==> src/tunnel_rx_header_replay_check_assert.svh <==
// Assertion macros for the replay check RTL; trhrc_back is the only user.
// Depends on nothing; files that assert include it by its bare name.
`ifndef TUNNEL_RX_HEADER_REPLAY_CHECK_ASSERT_SVH
`define TUNNEL_RX_HEADER_REPLAY_CHECK_ASSERT_SVH

// Clocked assertion, disabled while the active-low reset is asserted.
`define TRHRC_ASSERT(lbl, clk, rst_n, prop, msg) \
  lbl: assert property (@(posedge clk) disable iff (!rst_n) (prop)) else $error(msg);

// Property that must never hold.
`define TRHRC_ASSERT_NEVER(lbl, clk, rst_n, prop, msg) \
  lbl: assert property (@(posedge clk) disable iff (!rst_n) !(prop)) else $error(msg);

`endif

==> src/trhrc_pkg.sv <==
// Package for the tunnel receive header and replay check.
// Holds widths, codes and the queue item type; depends on nothing.
`default_nettype none

package trhrc_pkg;

  // Field widths.
  localparam int unsigned PacketLenW = 16;
  localparam int unsigned WordW      = 32;
  localparam int unsigned CounterW   = 64;
  localparam int unsigned ByteW      = 8;
  localparam int unsigned HalfW      = 16;
  localparam int unsigned StatusW    = 3;
  localparam int unsigned PrefixW    = 11;
  localparam int unsigned CapacityW  = 16;
  localparam int unsigned NeedW      = 12;

  // Configuration port.
  localparam int unsigned CfgIndexW = 3;
  localparam int unsigned CfgDataW  = 32;
  localparam logic [CfgIndexW-1:0] RegSessionReady = 3'd0;
  localparam logic [CfgIndexW-1:0] RegPrefixLength = 3'd1;
  localparam logic [CfgIndexW-1:0] RegHeaderLowest = 3'd2;
  localparam logic [CfgIndexW-1:0] RegHeaderHighest = 3'd3;
  localparam logic [CfgIndexW-1:0] RegPeerIndex = 3'd4;
  localparam logic [CfgIndexW-1:0] RegOutCapacity = 3'd5;

  // Anti-replay window and framing.
  localparam int unsigned WindowBits        = 64;
  localparam int unsigned WinIdxW           = $clog2(WindowBits);
  localparam int unsigned TransportOverhead = 32;
  localparam int unsigned Ipv4MinHdr        = 20;
  localparam int unsigned Ipv6Hdr           = 40;
  localparam int unsigned Ipv4MinPlain      = 4;
  localparam int unsigned Ipv6MinPlain      = 6;
  localparam logic [3:0]  IpVer4            = 4'd4;
  localparam logic [3:0]  IpVer6            = 4'd6;

  // Queue between the classifier and the window stage.
  localparam int unsigned QueueDepth = 2;
  localparam int unsigned QueuePtrW  = $clog2(QueueDepth);
  localparam int unsigned QueueCntW  = $clog2(QueueDepth + 1);

  typedef enum logic [StatusW-1:0] {
    StOk     = 3'd0,
    StFormat = 3'd1,
    StReplay = 3'd2,
    StSpace  = 3'd3,
    StAuth   = 3'd4
  } status_e;

  // One classified packet as it waits for the window stage.
  typedef struct packed {
    logic                fmt_err;
    logic                space_err;
    logic                auth_err;
    logic [CounterW-1:0] counter;
    logic [HalfW-1:0]    inner_len;
  } item_t;

endpackage

`default_nettype wire

==> src/trhrc_front.sv <==
// Front classifier: configuration registers, format, space and auth checks,
// and inner IP length trimming. Depends on trhrc_pkg.
`default_nettype none

module trhrc_front (
  input  logic                               clk_i,
  input  logic                               rst_ni,
  input  logic                               cfg_we_i,
  input  logic [trhrc_pkg::CfgIndexW-1:0]    cfg_index_i,
  input  logic [trhrc_pkg::CfgDataW-1:0]     cfg_wdata_i,
  input  logic [trhrc_pkg::PacketLenW-1:0]   packet_length_i,
  input  logic [trhrc_pkg::WordW-1:0]        header_word_i,
  input  logic [trhrc_pkg::WordW-1:0]        index_word_i,
  input  logic [trhrc_pkg::CounterW-1:0]     packet_counter_i,
  input  logic                               auth_ok_i,
  input  logic [trhrc_pkg::ByteW-1:0]        inner_first_byte_i,
  input  logic [trhrc_pkg::HalfW-1:0]        inner_bytes_two_three_i,
  input  logic [trhrc_pkg::HalfW-1:0]        inner_bytes_four_five_i,
  output trhrc_pkg::item_t                   item_o
);
  import trhrc_pkg::*;

  logic                 session_q;
  logic [PrefixW-1:0]   prefix_q;
  logic [WordW-1:0]     hdr_lo_q;
  logic [WordW-1:0]     hdr_hi_q;
  logic [WordW-1:0]     peer_q;
  logic [CapacityW-1:0] capacity_q;

  always_ff @(posedge clk_i or negedge rst_ni) begin
    if (!rst_ni) begin
      session_q  <= 1'b0;
      prefix_q   <= '0;
      hdr_lo_q   <= '0;
      hdr_hi_q   <= '1;
      peer_q     <= '0;
      capacity_q <= '1;
    end else if (cfg_we_i) begin
      case (cfg_index_i)
        RegSessionReady:  session_q  <= cfg_wdata_i[0];
        RegPrefixLength:  prefix_q   <= cfg_wdata_i[PrefixW-1:0];
        RegHeaderLowest:  hdr_lo_q   <= cfg_wdata_i[WordW-1:0];
        RegHeaderHighest: hdr_hi_q   <= cfg_wdata_i[WordW-1:0];
        RegPeerIndex:     peer_q     <= cfg_wdata_i[WordW-1:0];
        RegOutCapacity:   capacity_q <= cfg_wdata_i[CapacityW-1:0];
        default: ;
      endcase
    end
  end

  logic [NeedW-1:0]      need;
  logic [PacketLenW-1:0] plain;
  logic                  len_ok;
  logic                  hdr_ok;
  logic [HalfW:0]        v6_len;
  logic [HalfW-1:0]      trimmed;

  always_comb begin
    need   = {1'b0, prefix_q} + NeedW'(TransportOverhead);
    len_ok = packet_length_i >= PacketLenW'(need);
    plain  = packet_length_i - PacketLenW'(need);
    hdr_ok = (header_word_i >= hdr_lo_q) && (header_word_i <= hdr_hi_q);
    v6_len = (HalfW + 1)'(Ipv6Hdr) + {1'b0, inner_bytes_four_five_i};

    // Version 4 and 6 lengths are trusted only when they fit in the plaintext.
    trimmed = plain;
    if (inner_first_byte_i[7:4] == IpVer4 && plain >= PacketLenW'(Ipv4MinPlain)) begin
      if (inner_bytes_two_three_i >= HalfW'(Ipv4MinHdr) && inner_bytes_two_three_i <= plain) begin
        trimmed = inner_bytes_two_three_i;
      end
    end else if (inner_first_byte_i[7:4] == IpVer6 &&
                 plain >= PacketLenW'(Ipv6MinPlain)) begin
      if (v6_len <= {1'b0, plain}) begin
        trimmed = v6_len[HalfW-1:0];
      end
    end

    item_o.fmt_err   = !session_q || !len_ok || !hdr_ok || (index_word_i != peer_q);
    item_o.space_err = plain > capacity_q;
    item_o.auth_err  = !auth_ok_i;
    item_o.counter   = packet_counter_i;
    item_o.inner_len = trimmed;
  end

endmodule

`default_nettype wire

==> src/trhrc_queue.sv <==
// Short register queue between the classifier and the window stage.
// Depends on trhrc_pkg for its depth and item type.
`default_nettype none

module trhrc_queue (
  input  logic             clk_i,
  input  logic             rst_ni,
  input  logic             push_valid_i,
  output logic             push_ready_o,
  input  trhrc_pkg::item_t push_data_i,
  output logic             pop_valid_o,
  input  logic             pop_ready_i,
  output trhrc_pkg::item_t pop_data_o
);
  import trhrc_pkg::*;

  item_t                entry_q [QueueDepth];
  logic [QueuePtrW-1:0] wr_ptr_q, rd_ptr_q;
  logic [QueueCntW-1:0] count_q;
  logic                 push, pop;

  assign push_ready_o = count_q != QueueCntW'(QueueDepth);
  assign pop_valid_o  = count_q != '0;
  assign pop_data_o   = entry_q[rd_ptr_q];
  assign push         = push_valid_i && push_ready_o;
  assign pop          = pop_valid_o && pop_ready_i;

  always_ff @(posedge clk_i or negedge rst_ni) begin
    if (!rst_ni) begin
      wr_ptr_q <= '0;
      rd_ptr_q <= '0;
      count_q  <= '0;
    end else begin
      if (push) begin
        wr_ptr_q <= (wr_ptr_q == QueuePtrW'(QueueDepth - 1)) ? '0 : wr_ptr_q + 1'b1;
      end
      if (pop) begin
        rd_ptr_q <= (rd_ptr_q == QueuePtrW'(QueueDepth - 1)) ? '0 : rd_ptr_q + 1'b1;
      end
      if (push && !pop) begin
        count_q <= count_q + 1'b1;
      end else if (pop && !push) begin
        count_q <= count_q - 1'b1;
      end
    end
  end

  always_ff @(posedge clk_i) begin
    if (push) begin
      entry_q[wr_ptr_q] <= push_data_i;
    end
  end

endmodule

`default_nettype wire

==> src/trhrc_back.sv <==
// Window stage: anti-replay bitmap, highest counter, final status and the
// output register. Depends on trhrc_pkg and the assertion macro header.
`default_nettype none
`include "tunnel_rx_header_replay_check_assert.svh"

module trhrc_back (
  input  logic                           clk_i,
  input  logic                           rst_ni,
  input  logic                           pop_valid_i,
  output logic                           pop_ready_o,
  input  trhrc_pkg::item_t               pop_data_i,
  output logic                           out_valid_o,
  input  logic                           out_ready_i,
  output logic [trhrc_pkg::StatusW-1:0]  status_o,
  output logic [trhrc_pkg::HalfW-1:0]    inner_length_o
);
  import trhrc_pkg::*;

  localparam logic [WindowBits-1:0] WinSingle = {{(WindowBits - 1){1'b0}}, 1'b1};

  logic [WindowBits-1:0] win_q, win_d;
  logic [CounterW-1:0]   high_q, high_d;
  logic                  seen_q, seen_d;
  logic                  out_valid_q;
  status_e               status_q, status_d;
  logic [HalfW-1:0]      len_q, len_d;

  logic                  pop;
  logic                  newer;
  logic [CounterW-1:0]   diff_up, diff_dn;
  logic                  far_up, far_dn;
  logic [WinIdxW-1:0]    idx_up, idx_dn;
  logic                  replay;
  logic [WindowBits-1:0] win_cand;

  assign pop_ready_o = !out_valid_q || out_ready_i;
  assign pop         = pop_valid_i && pop_ready_o;

  always_comb begin
    newer   = seen_q && (pop_data_i.counter > high_q);
    diff_up = pop_data_i.counter - high_q;
    diff_dn = high_q - pop_data_i.counter;
    far_up  = diff_up >= CounterW'(WindowBits);
    far_dn  = diff_dn >= CounterW'(WindowBits);
    idx_up  = diff_up[WinIdxW-1:0];
    idx_dn  = diff_dn[WinIdxW-1:0];

    replay   = 1'b0;
    win_cand = win_q;
    if (!seen_q) begin
      win_cand = WinSingle;
    end else if (newer) begin
      win_cand = far_up ? WinSingle : ((win_q << idx_up) | WinSingle);
    end else if (far_dn || win_q[idx_dn]) begin
      replay = 1'b1;
    end else begin
      win_cand = win_q | (WinSingle << idx_dn);
    end

    if (pop_data_i.fmt_err) begin
      status_d = StFormat;
    end else if (replay) begin
      status_d = StReplay;
    end else if (pop_data_i.space_err) begin
      status_d = StSpace;
    end else if (pop_data_i.auth_err) begin
      status_d = StAuth;
    end else begin
      status_d = StOk;
    end

    // The window moves even on space or auth failure; the counter only on success.
    win_d  = (pop_data_i.fmt_err || replay) ? win_q : win_cand;
    high_d = high_q;
    seen_d = seen_q;
    if (status_d == StOk) begin
      seen_d = 1'b1;
      if (!seen_q || newer) begin
        high_d = pop_data_i.counter;
      end
    end
    len_d = (status_d == StOk) ? pop_data_i.inner_len : '0;
  end

  always_ff @(posedge clk_i or negedge rst_ni) begin
    if (!rst_ni) begin
      win_q       <= '0;
      high_q      <= '0;
      seen_q      <= 1'b0;
      out_valid_q <= 1'b0;
    end else begin
      if (pop) begin
        win_q  <= win_d;
        high_q <= high_d;
        seen_q <= seen_d;
      end
      if (pop) begin
        out_valid_q <= 1'b1;
      end else if (out_ready_i) begin
        out_valid_q <= 1'b0;
      end
    end
  end

  always_ff @(posedge clk_i) begin
    if (pop) begin
      status_q <= status_d;
      len_q    <= len_d;
    end
  end

  assign out_valid_o    = out_valid_q;
  assign status_o       = status_q;
  assign inner_length_o = len_q;

  `TRHRC_ASSERT(a_ok_sets_seen, clk_i, rst_ni, pop && status_d == StOk |=> seen_q,
                "accepted packet did not mark the counter as seen")
  `TRHRC_ASSERT_NEVER(a_replay_before_seen, clk_i, rst_ni,
                      pop && !seen_q && status_d == StReplay,
                      "replay reported before any counter was recorded")
  `TRHRC_ASSERT(a_seen_has_bit0, clk_i, rst_ni, seen_q |-> win_q[0],
                "window lost the bit of the highest counter")
  `TRHRC_ASSERT(a_fail_len_zero, clk_i, rst_ni,
                out_valid_q && status_q != StOk |-> len_q == '0,
                "inner length nonzero on a rejected packet")
  `TRHRC_ASSERT(a_high_grows, clk_i, rst_ni,
                $past(seen_q) && seen_q |-> high_q >= $past(high_q),
                "highest counter moved backwards")

endmodule

`default_nettype wire

==> src/tunnel_rx_header_replay_check.sv <==
// Top level of the tunnel receive header and replay check.
// Instantiates trhrc_front, trhrc_queue and trhrc_back; uses trhrc_pkg.
//
// Usage:
//   The input channel (in_valid_i / in_ready_o) carries one packet descriptor
//   per item: lengths, header and index words, the 64-bit counter, the AEAD
//   verdict and the leading inner IP bytes. The output channel
//   (out_valid_o / out_ready_i) returns one item per packet: a status code
//   and the trimmed inner IP length, which is zero unless the status is ok.
//   Results come back in input order. An accepted input is written into the
//   queue and then into the output register that drives out_valid_o.
//   Throughput is one item per cycle while the receiver keeps up: the
//   window stage handles one packet each cycle unless an output stall holds
//   it, and its bitmap shift and counter compare finish within that cycle.
//   When the receiver stalls, the output register holds its item, the queue
//   absorbs up to two classified items, and then in_ready_o drops.
//   Configuration writes (cfg_we_i, cfg_index_i, cfg_wdata_i) take effect at
//   the next edge and are meant for idle periods; unknown indexes are ignored.
//   Reset clears the replay window, the highest counter, the seen flag and
//   the queue, and loads the register defaults; no clearing pass is needed.
`default_nettype none

module tunnel_rx_header_replay_check (
  input  logic                              clk_i,
  input  logic                              rst_ni,
  input  logic                              cfg_we_i,
  input  logic [trhrc_pkg::CfgIndexW-1:0]   cfg_index_i,
  input  logic [trhrc_pkg::CfgDataW-1:0]    cfg_wdata_i,
  input  logic                              in_valid_i,
  output logic                              in_ready_o,
  input  logic [trhrc_pkg::PacketLenW-1:0]  packet_length_i,
  input  logic [trhrc_pkg::WordW-1:0]       header_word_i,
  input  logic [trhrc_pkg::WordW-1:0]       index_word_i,
  input  logic [trhrc_pkg::CounterW-1:0]    packet_counter_i,
  input  logic                              auth_ok_i,
  input  logic [trhrc_pkg::ByteW-1:0]       inner_first_byte_i,
  input  logic [trhrc_pkg::HalfW-1:0]       inner_bytes_two_three_i,
  input  logic [trhrc_pkg::HalfW-1:0]       inner_bytes_four_five_i,
  output logic                              out_valid_o,
  input  logic                              out_ready_i,
  output logic [trhrc_pkg::StatusW-1:0]     status_o,
  output logic [trhrc_pkg::HalfW-1:0]       inner_length_o
);
  import trhrc_pkg::*;

  // Classified item from the front end, before the window check.
  item_t front_item;
  item_t queue_item;
  logic  queue_valid;
  logic  back_ready;

  // The front end is stateless apart from configuration, so each item is
  // classified in the cycle it is offered and lands directly in the queue.
  trhrc_front u_front (
    .clk_i                   (clk_i),
    .rst_ni                  (rst_ni),
    .cfg_we_i                (cfg_we_i),
    .cfg_index_i             (cfg_index_i),
    .cfg_wdata_i             (cfg_wdata_i),
    .packet_length_i         (packet_length_i),
    .header_word_i           (header_word_i),
    .index_word_i            (index_word_i),
    .packet_counter_i        (packet_counter_i),
    .auth_ok_i               (auth_ok_i),
    .inner_first_byte_i      (inner_first_byte_i),
    .inner_bytes_two_three_i (inner_bytes_two_three_i),
    .inner_bytes_four_five_i (inner_bytes_four_five_i),
    .item_o                  (front_item)
  );

  // The queue decouples input acceptance from output stalls.
  trhrc_queue u_queue (
    .clk_i        (clk_i),
    .rst_ni       (rst_ni),
    .push_valid_i (in_valid_i),
    .push_ready_o (in_ready_o),
    .push_data_i  (front_item),
    .pop_valid_o  (queue_valid),
    .pop_ready_i  (back_ready),
    .pop_data_o   (queue_item)
  );

  // The back end owns all packet-to-packet state and the output register.
  trhrc_back u_back (
    .clk_i          (clk_i),
    .rst_ni         (rst_ni),
    .pop_valid_i    (queue_valid),
    .pop_ready_o    (back_ready),
    .pop_data_i     (queue_item),
    .out_valid_o    (out_valid_o),
    .out_ready_i    (out_ready_i),
    .status_o       (status_o),
    .inner_length_o (inner_length_o)
  );

endmodule

`default_nettype wire
==> config.mk <==
export PLATFORM = sky130hd
export DESIGN_NAME = tunnel_rx_header_replay_check
export DESIGN_NICKNAME = d
export VERILOG_FILES = /design/src/trhrc_pkg.sv /design/src/trhrc_front.sv /design/src/trhrc_queue.sv /design/src/trhrc_back.sv /design/src/tunnel_rx_header_replay_check.sv
export VERILOG_INCLUDE_DIRS = /design/src /design/src/src
export SDC_FILE = /design/constraint.sdc
export NUM_CORES = 2
export LEC_CHECK = 0
export ABC_AREA = 1
export BUFFER_PORTS_ARGS = -buffer_cell sky130_fd_sc_hd__clkbuf_2
export CAP_MARGIN = 30
export CORE_MARGIN = 10
export CORE_UTILIZATION = 50
export CTS_BUF_LIST = sky130_fd_sc_hd__clkbuf_4
export CTS_CLUSTER_DIAMETER = 60
export CTS_CLUSTER_SIZE = 40
export DETAILED_ROUTE_END_ITERATION = 8
export PLACE_DENSITY_LB_ADDON = 0.25
export SYNTH_ARGS = -nofsm -noshare
export SYNTH_HDL_FRONTEND = slang
export SYNTH_SLANG_ARGS = --single-unit
export TNS_END_PERCENT = 20
==> constraint.sdc <==
create_clock -name clk_i -period 8.95 [get_ports clk_i]
set_input_delay 1.79 -clock clk_i [delete_from_list [all_inputs] [get_ports clk_i]]
set_output_delay 1.79 -clock clk_i [all_outputs]
set_load 0.1 [all_outputs]
Word-level counts from Yosys, hierarchy flattened
Memories as Yosys holds them, arrays and structs flattened.
Index checks and enable logic that the tools add are counted.

word-level totals
  latch bits = 0
  memories = 1
  word-level logic and storage cells = 115
  bits of input ports = 225
  bits in writable memories = 166
  ROM bits = 0
  flip-flop bits (word level) = 277

operators by class
  reductions and logical operators = 38
  shift operators = 2
  bitwise logic cells = 2
  equal/unequal tests = 10
  divide/modulo/power cells = 0
  magnitude comparators = 13
  add/sub/neg operators = 9
  $mul = 0
  muxes and demuxes = 25

memory list
  name             depth  width  read ports  clocked after Yosys merged registers in  wr ports  RTL line           source
  u_queue.entry_q  2      83     1           0                                        1         trhrc_queue.sv:17  item_t entry_q [QueueDepth];

operators by type and width
  operator                                                                              count
  64-bit two-way mux                                                                    4
  64-bit by 7-bit greater-or-equal comparator with 1-bit output, second input constant  2
  64-bit subtractor                                                                     2
  64-bit greater-than comparator                                                        1
  16-bit two-way mux                                                                    4
  64-bit OR                                                                             1
  1-bit by 6-bit left shift with 64-bit output, first input constant                    1
  64-bit by 6-bit left shift with 64-bit output                                         1
  16-bit by 3-bit greater-or-equal comparator with 1-bit output, second input constant  2
  32-bit greater-or-equal comparator                                                    1
  32-bit less-or-equal comparator                                                       1
  32-bit inequality test                                                                1
  6-bit by 16-bit adder with 17-bit output, first input constant                        1
  17-bit by 16-bit less-or-equal comparator with 1-bit output                           1
  16-bit by 12-bit greater-or-equal comparator with 1-bit output                        1
  16-bit by 5-bit greater-or-equal comparator with 1-bit output, second input constant  1
  16-bit greater-than comparator                                                        1
  16-bit less-or-equal comparator                                                       1
  16-bit by 12-bit subtractor with 16-bit output                                        1
  2-bit AND reduction                                                                   7
  11-bit by 6-bit adder with 12-bit output, second input constant                       1
  3-bit two-way mux                                                                     4
  1-bit two-way mux                                                                     10
  1-bit logical AND                                                                     9
  18 further kinds                                                                      40

Depth between registers and ports, before layout
An unclocked memory read counts as a cell.

  depth after elaboration = 12
  depth in mapped cells = 33
  gate-level depth less buffers = 30

Hierarchy
A second synthesis with hierarchy kept.

unflattened totals
  cells, all modules = 6,056
  area total of the unflattened synthesis = 38,971.1 µm²

modules (own cells, without submodules)
  module       cells each  instances  sequential area each (µm²)  area each (µm²)
  trhrc_back   4,248       1          3,823.7                     22,743.1
  trhrc_front  1,346       1          3,163.0                     9,988.3
  trhrc_queue  462         1          5,084.9                     6,239.7

Least setup slack after synthesis
No wires, ideal clock.

  kind = in2reg
  start = input in_valid_i
  end = memory u_queue.entry_q[1][0] (netlist bit), enable pin
  slack = 3,011 ps
  arrival = 5,412 ps
  stages = 2
  required time = 8,423 ps
  path buffers = 0
  cell sequence = nand2_1 > nor2_1

between the ends
  cells in the longest elaborated chain, start to end = 3

RTL lines
  element                                  RTL line                             source
  from (decl)                              tunnel_rx_header_replay_check.sv:29  input logic in_valid_i,
  1-bit logical AND                        trhrc_queue.sv:25                    assign push = push_valid_i && push_ready_o;
  1-bit two-way mux                        trhrc_queue.sv:49                    if (push) begin
  1-bit two-way mux (implied by the code)  trhrc_queue.sv:50                    entry_q[wr_ptr_q] <= push_data_i;
  to (decl)                                trhrc_queue.sv:17

Every way passes these cells.

==> summary by stage <==
Floorplan
The area of the placeable core is 0.0761 mm^2. The die is 297 um tall. In this run the count of I/O pins placed on the die edge is 246.

The die footprint is 0.0883 mm^2. After floorplanning, the core was divided into 101 placement rows. The initial utilization of the core area, before any placement, comes to 0.505. From left edge to right edge, the die measures 297 um.

Synth
The most frequently used flop master after synthesis is sky130_fd_sc_hd__dfrtp_1. The share of synthesized registers carrying an async set or reset is 0.582. The number of different library cells in the post-synthesis netlist is 64. The count of flip-flops with a built-in enable after synthesis is 185. The synthesized netlist net count is 6355. Synthesis inferred 443 register bits. Of the synthesized area, sequential elements account for 0.314. A synthesized cell averages 6.54 um^2. Synthesis produced a netlist whose cell count is 5872.

After synthesis the cells add up to 0.0384 mm^2. Yosys printed 0 warnings.

Pwr
The share of total power dissipated in sequential elements is 0.201. Across the VDD grid, the largest voltage drop is 320 uV. Of the total power, the clock network draws 0.099. The static leakage is 21.1 nW.

The total net switching power is 0.00772 W. The design draws 0.0132 W. The power density over the cells is 320 mW/mm^2. The internal power of the cells totals 0.00551 W. The combinational cell fraction of total power is 0.700.

Of the total power, the share spent switching nets is 0.583.

Clock tree
The post-CTS setup repair buffer count is 0. The clock tree from TritonCTS is done. CTS placed an instance of sky130_fd_sc_hd__clkbuf_4 at the clock tree root. At the later pin of the worst-skew pair, clock insertion delay measures 0.95 ns. For this design, the CTS-stage hold fixing added 0 buffers.

The maximum buffer depth of the clock tree is 3. The number of clock buffers added by TritonCTS is 41. The clock-pin slew reported for the worst setup and hold paths after clock tree synthesis is 0.20 ns. The sink count of the clock tree is 443. The depth of the CTS H-tree is 2.

The post-cts repair resize count is 0.

Placed design
The count of buffers from port buffering is 241. The worst setup slack before clock tree synthesis is 2.63 ns. The placer congestion estimate is 1.04. Detailed placement finished with a half-perimeter wire length of 112000 um.

Route
The number of design-rule violations left by the first detailed-router iteration is 3915. Dividing the detail-routed wire length by the instance count gives 19.9 um. After detailed routing, the wire length on met1 is 60600 um.

The via count is 39.1k. The wire length on met2 is 63100 um. The iteration count of the initial detailed-routing pass is 8. The detailed router used layers up to and including met5. The wire length after detailed routing is 141000 um. In the routed design, unresolved DRC markers number 0.

Dividing the detail-routed via count by the number of cells gives 5.54. The sum of met3 wire segment lengths after detailed routing is 12500 um. Once detail routing completed, the nets flagged for antenna violations numbered 0.

Critical path
The launching element type of the critical path is a register. By startpoint and endpoint, the worst setup path is classified as register to register. Along the worst path, the maximum fanout reaches 39. The kind of end point of the critical path is a register. The required time at the endpoint of the critical path is 9.77 ns.

For the worst setup path, the data arrival time is 7.40 ns.

Layout
The share of cells above drive strength 1 is 0.0959. The area added between synthesis and finish is 7.72%. At the end of the flow, the number of nets in the layout was 6489.

STA
Measured against its own limit, the worst slew margin works out to 0.284. In the post-route analysis, the smallest setup slack over all paths is 2.37 ns. Setup repair after global routing left no endpoint under its margin. The clock tree skew after final layout is 0.0911 ns. Setup violations remaining at the end of the flow were counted as 0. The total negative slack for setup checks is 0 ns. The minimum period implied by the final worst setup slack is 6.58 ns. The slew at the pin closest to its max-slew limit is 1.07 ns. The share of the clock period used by the worst path is 0.735. For this run, the top clock speed supported by timing is 152 MHz. Hold timing on the final database bottoms out at a slack of 0.493 ns. The final-report max-slew violation count was 0. The count of endpoints failing hold in the final timing report is 0.

Job
Max-cap violations in this run came to 0.

Outcome
The run finished with clean final reports.

GRT
The wire length of the first global-routing pass is 215000 um. For this run the aggregate overflow at the end of global routing stands at 0. Entering global routing, the biggest net connects 151 pins. In the global route stage, overall resource usage came out at 0.308. The number of antenna violations at the first check in global routing is 13. The number of global-route vias before repair was 36.9k.

Min path
The tightest min-delay check is of the register to register type.
-- kinds of logic (layout without fill, tap and decap cells) --
kind of cell,Yosys count,after routing,share of synthesized area
AND/OR/NAND/NOR,2879,2879,0.312
buffers and inverters,1098,1265,0.110
AO/OA/AOI/OAI,1094,1094,0.155
flip-flops,443,443,0.314
adder cells (fa/ha/maj),258,258,0.0846
XOR/XNOR,57,57,0.0132
multiplexers,43,43,0.0112
other,0,2,0
-- final timing paths --
kind	startpoint	to	slack, ns	cells past startpoint
setup / recovery	u_queue.rd_ptr_q$_DFFE_PN0P_	u_back.high_q[33]$_DFFE_PN0P_	2.37	26
hold / removal	u_queue.count_q[0]$_DFFE_PN0P_	u_queue.count_q[0]$_DFFE_PN0P_	0.49	1
setup reg to reg	u_queue.rd_ptr_q$_DFFE_PN0P_	u_back.high_q[33]$_DFFE_PN0P_	2.37	26
hold reg to reg	u_queue.count_q[0]$_DFFE_PN0P_	u_queue.count_q[0]$_DFFE_PN0P_	0.49	1
max in group asynchronous	rst_ni	u_front.prefix_q[10]$_DFFE_PN0P_	6.90	2
min in group asynchronous	rst_ni	u_back.high_q[16]$_DFFE_PN0P_	0.83	1
-- stage by stage --
stage | area, um^2 | util | std cells
final | 41400 | 0.544 | 7071
after global routing | 41400 | 0.544 | 7071
after CTS | 41400 | 0.544 | 7069
after detailed placement | 40600 | 0.533 | 6993
after global placement | 40500 | 0.533 | 6989
after floorplan | 38400 | - | 5872
-- area by class of cell --
cell class / count / area [um^2]
fill: 7893 / 34700
multi-input combinational: 4331 / 22200
sequential: 443 / 12100
inverter: 903 / 3390
timing repair buffer: 286 / 1620
tap: 1030 / 1290
clock inverter: 34 / 478
clock buffer: 42 / 315
antenna: 2 / 5.00
-- synth_stat cells (9+ instances only) --
cell type                  instances  area, um^2
sky130_fd_sc_hd__nand2_1        1918        7200
sky130_fd_sc_hd__inv_1           871        3270
sky130_fd_sc_hd__o21ai_0         602        3010
sky130_fd_sc_hd__nand3_1         351        1760
sky130_fd_sc_hd__nor2_1          345        1290
sky130_fd_sc_hd__a21oi_1         306        1530
sky130_fd_sc_hd__ha_1            255        3190
sky130_fd_sc_hd__dfrtp_1         210        5260
sky130_fd_sc_hd__edfxtp_1        185        5560
sky130_fd_sc_hd__clkbuf_1        130         488
sky130_fd_sc_hd__o21bai_1         79         593
sky130_fd_sc_hd__or2_2            79         494
sky130_fd_sc_hd__nand4_1          77         482
sky130_fd_sc_hd__dfstp_2          48        1260
sky130_fd_sc_hd__xor2_1           47         412
sky130_fd_sc_hd__mux2i_1          43         430
sky130_fd_sc_hd__buf_2            32         160
sky130_fd_sc_hd__nor3_1           31         155
sky130_fd_sc_hd__inv_2            27         101
sky130_fd_sc_hd__nor2_2           24         150
sky130_fd_sc_hd__buf_1            20        75.1
sky130_fd_sc_hd__o211ai_1         18         135
sky130_fd_sc_hd__o22ai_1          16         100
sky130_fd_sc_hd__a31oi_1          15        93.8
sky130_fd_sc_hd__nand3_2          12         120
sky130_fd_sc_hd__nor4_1           10        62.6
sky130_fd_sc_hd__xnor2_1           9        78.8
-- power by group through the flow --
stage	clock, W	combinational, W	sequential, W
floorplan	0	0.00596	0.00293
global placement	0	0.00891	0.00268
detailed placement	0	0.00899	0.00269
CTS	0.00135	0.00903	0.00265
global route	0.00142	0.0102	0.00268
finish	0.00131	0.00926	0.00265
-- cell usage in the layout, fill, tap and decap left out, types with 16 or more instances in the layout --
cell type                  synthesis  final
sky130_fd_sc_hd__dfstp_2          48     48
sky130_fd_sc_hd__o21bai_1         79     79
sky130_fd_sc_hd__nand4_1          77     77
sky130_fd_sc_hd__mux2i_1          43     43
sky130_fd_sc_hd__o211ai_1         18     18
sky130_fd_sc_hd__clkbuf_2          0    240
sky130_fd_sc_hd__o22ai_1          16     16
sky130_fd_sc_hd__or2_2            79     79
sky130_fd_sc_hd__clkbuf_4          0     42
sky130_fd_sc_hd__buf_4             5     40
sky130_fd_sc_hd__nor3_1           31     31
sky130_fd_sc_hd__xor2_1           47     46
sky130_fd_sc_hd__inv_2            27     29
sky130_fd_sc_hd__nand3_1         351    348
sky130_fd_sc_hd__nand2_1        1918   1917
sky130_fd_sc_hd__dfrtp_1         210    209
sky130_fd_sc_hd__a21oi_1         306    304
sky130_fd_sc_hd__o21ai_0         602    601
sky130_fd_sc_hd__edfxtp_1        185    185
sky130_fd_sc_hd__nor2_2           24     24
sky130_fd_sc_hd__inv_1           871    869
sky130_fd_sc_hd__ha_1            255    254
sky130_fd_sc_hd__nor2_1          345    343
-- critical path, cell delays in order, from the launching register on --
cell,delay [ns]
sky130_fd_sc_hd__dfrtp_2,0.42
sky130_fd_sc_hd__inv_2,0.21
sky130_fd_sc_hd__or2_2,0.34
sky130_fd_sc_hd__o21ai_0,0.30
sky130_fd_sc_hd__inv_1,0.14
sky130_fd_sc_hd__ha_1,0.40
sky130_fd_sc_hd__fa_1,0.55
sky130_fd_sc_hd__buf_4,0.33
sky130_fd_sc_hd__clkinv_1,0.67
sky130_fd_sc_hd__nand3_1,0.30
sky130_fd_sc_hd__o211ai_1,0.13
sky130_fd_sc_hd__nand3_1,0.11
sky130_fd_sc_hd__nand3_1,0.15
sky130_fd_sc_hd__nand3_1,0.14
sky130_fd_sc_hd__nand3_1,0.10
sky130_fd_sc_hd__nor2_1,0.13
sky130_fd_sc_hd__nand2_1,0.06
sky130_fd_sc_hd__nor2_1,0.13
sky130_fd_sc_hd__nand2_1,0.13
sky130_fd_sc_hd__nor2_2,0.11
sky130_fd_sc_hd__nand3_2,0.10
sky130_fd_sc_hd__nand2_4,0.14
sky130_fd_sc_hd__nand3_4,0.24
sky130_fd_sc_hd__nor2_8,0.56
sky130_fd_sc_hd__buf_12,0.28
sky130_fd_sc_hd__nand3_1,0.10
sky130_fd_sc_hd__nand2_1,0.10
-- routing by layer --
metal / vias to the layer above / GRT usage
met3: 251 / 0.0547
met4: 22 / 0.0947
li1: 19200 / -
met2: 1539 / 0.497
met5: - / 0
met1: 18200 / 0.415
-- state kept, by name, summed over array words and instances (netlist names) --
name / count
u_queue.entry_q: 166
u_back.win_q: 64
u_back.out_valid_o: 1
u_front.hdr_hi_q: 32
u_queue.rd_ptr_q: 1
u_queue.wr_ptr_q: 1
u_front.prefix_q: 11
u_queue.count_q: 2
u_back.high_q: 64
u_back.inner_length_o: 16
u_back.seen_q: 1
u_front.capacity_q: 16
u_back.status_o: 3
u_front.peer_q: 32
u_front.session_q: 1
u_front.hdr_lo_q: 32
Note: power is estimated with default switching activity, not from simulation.
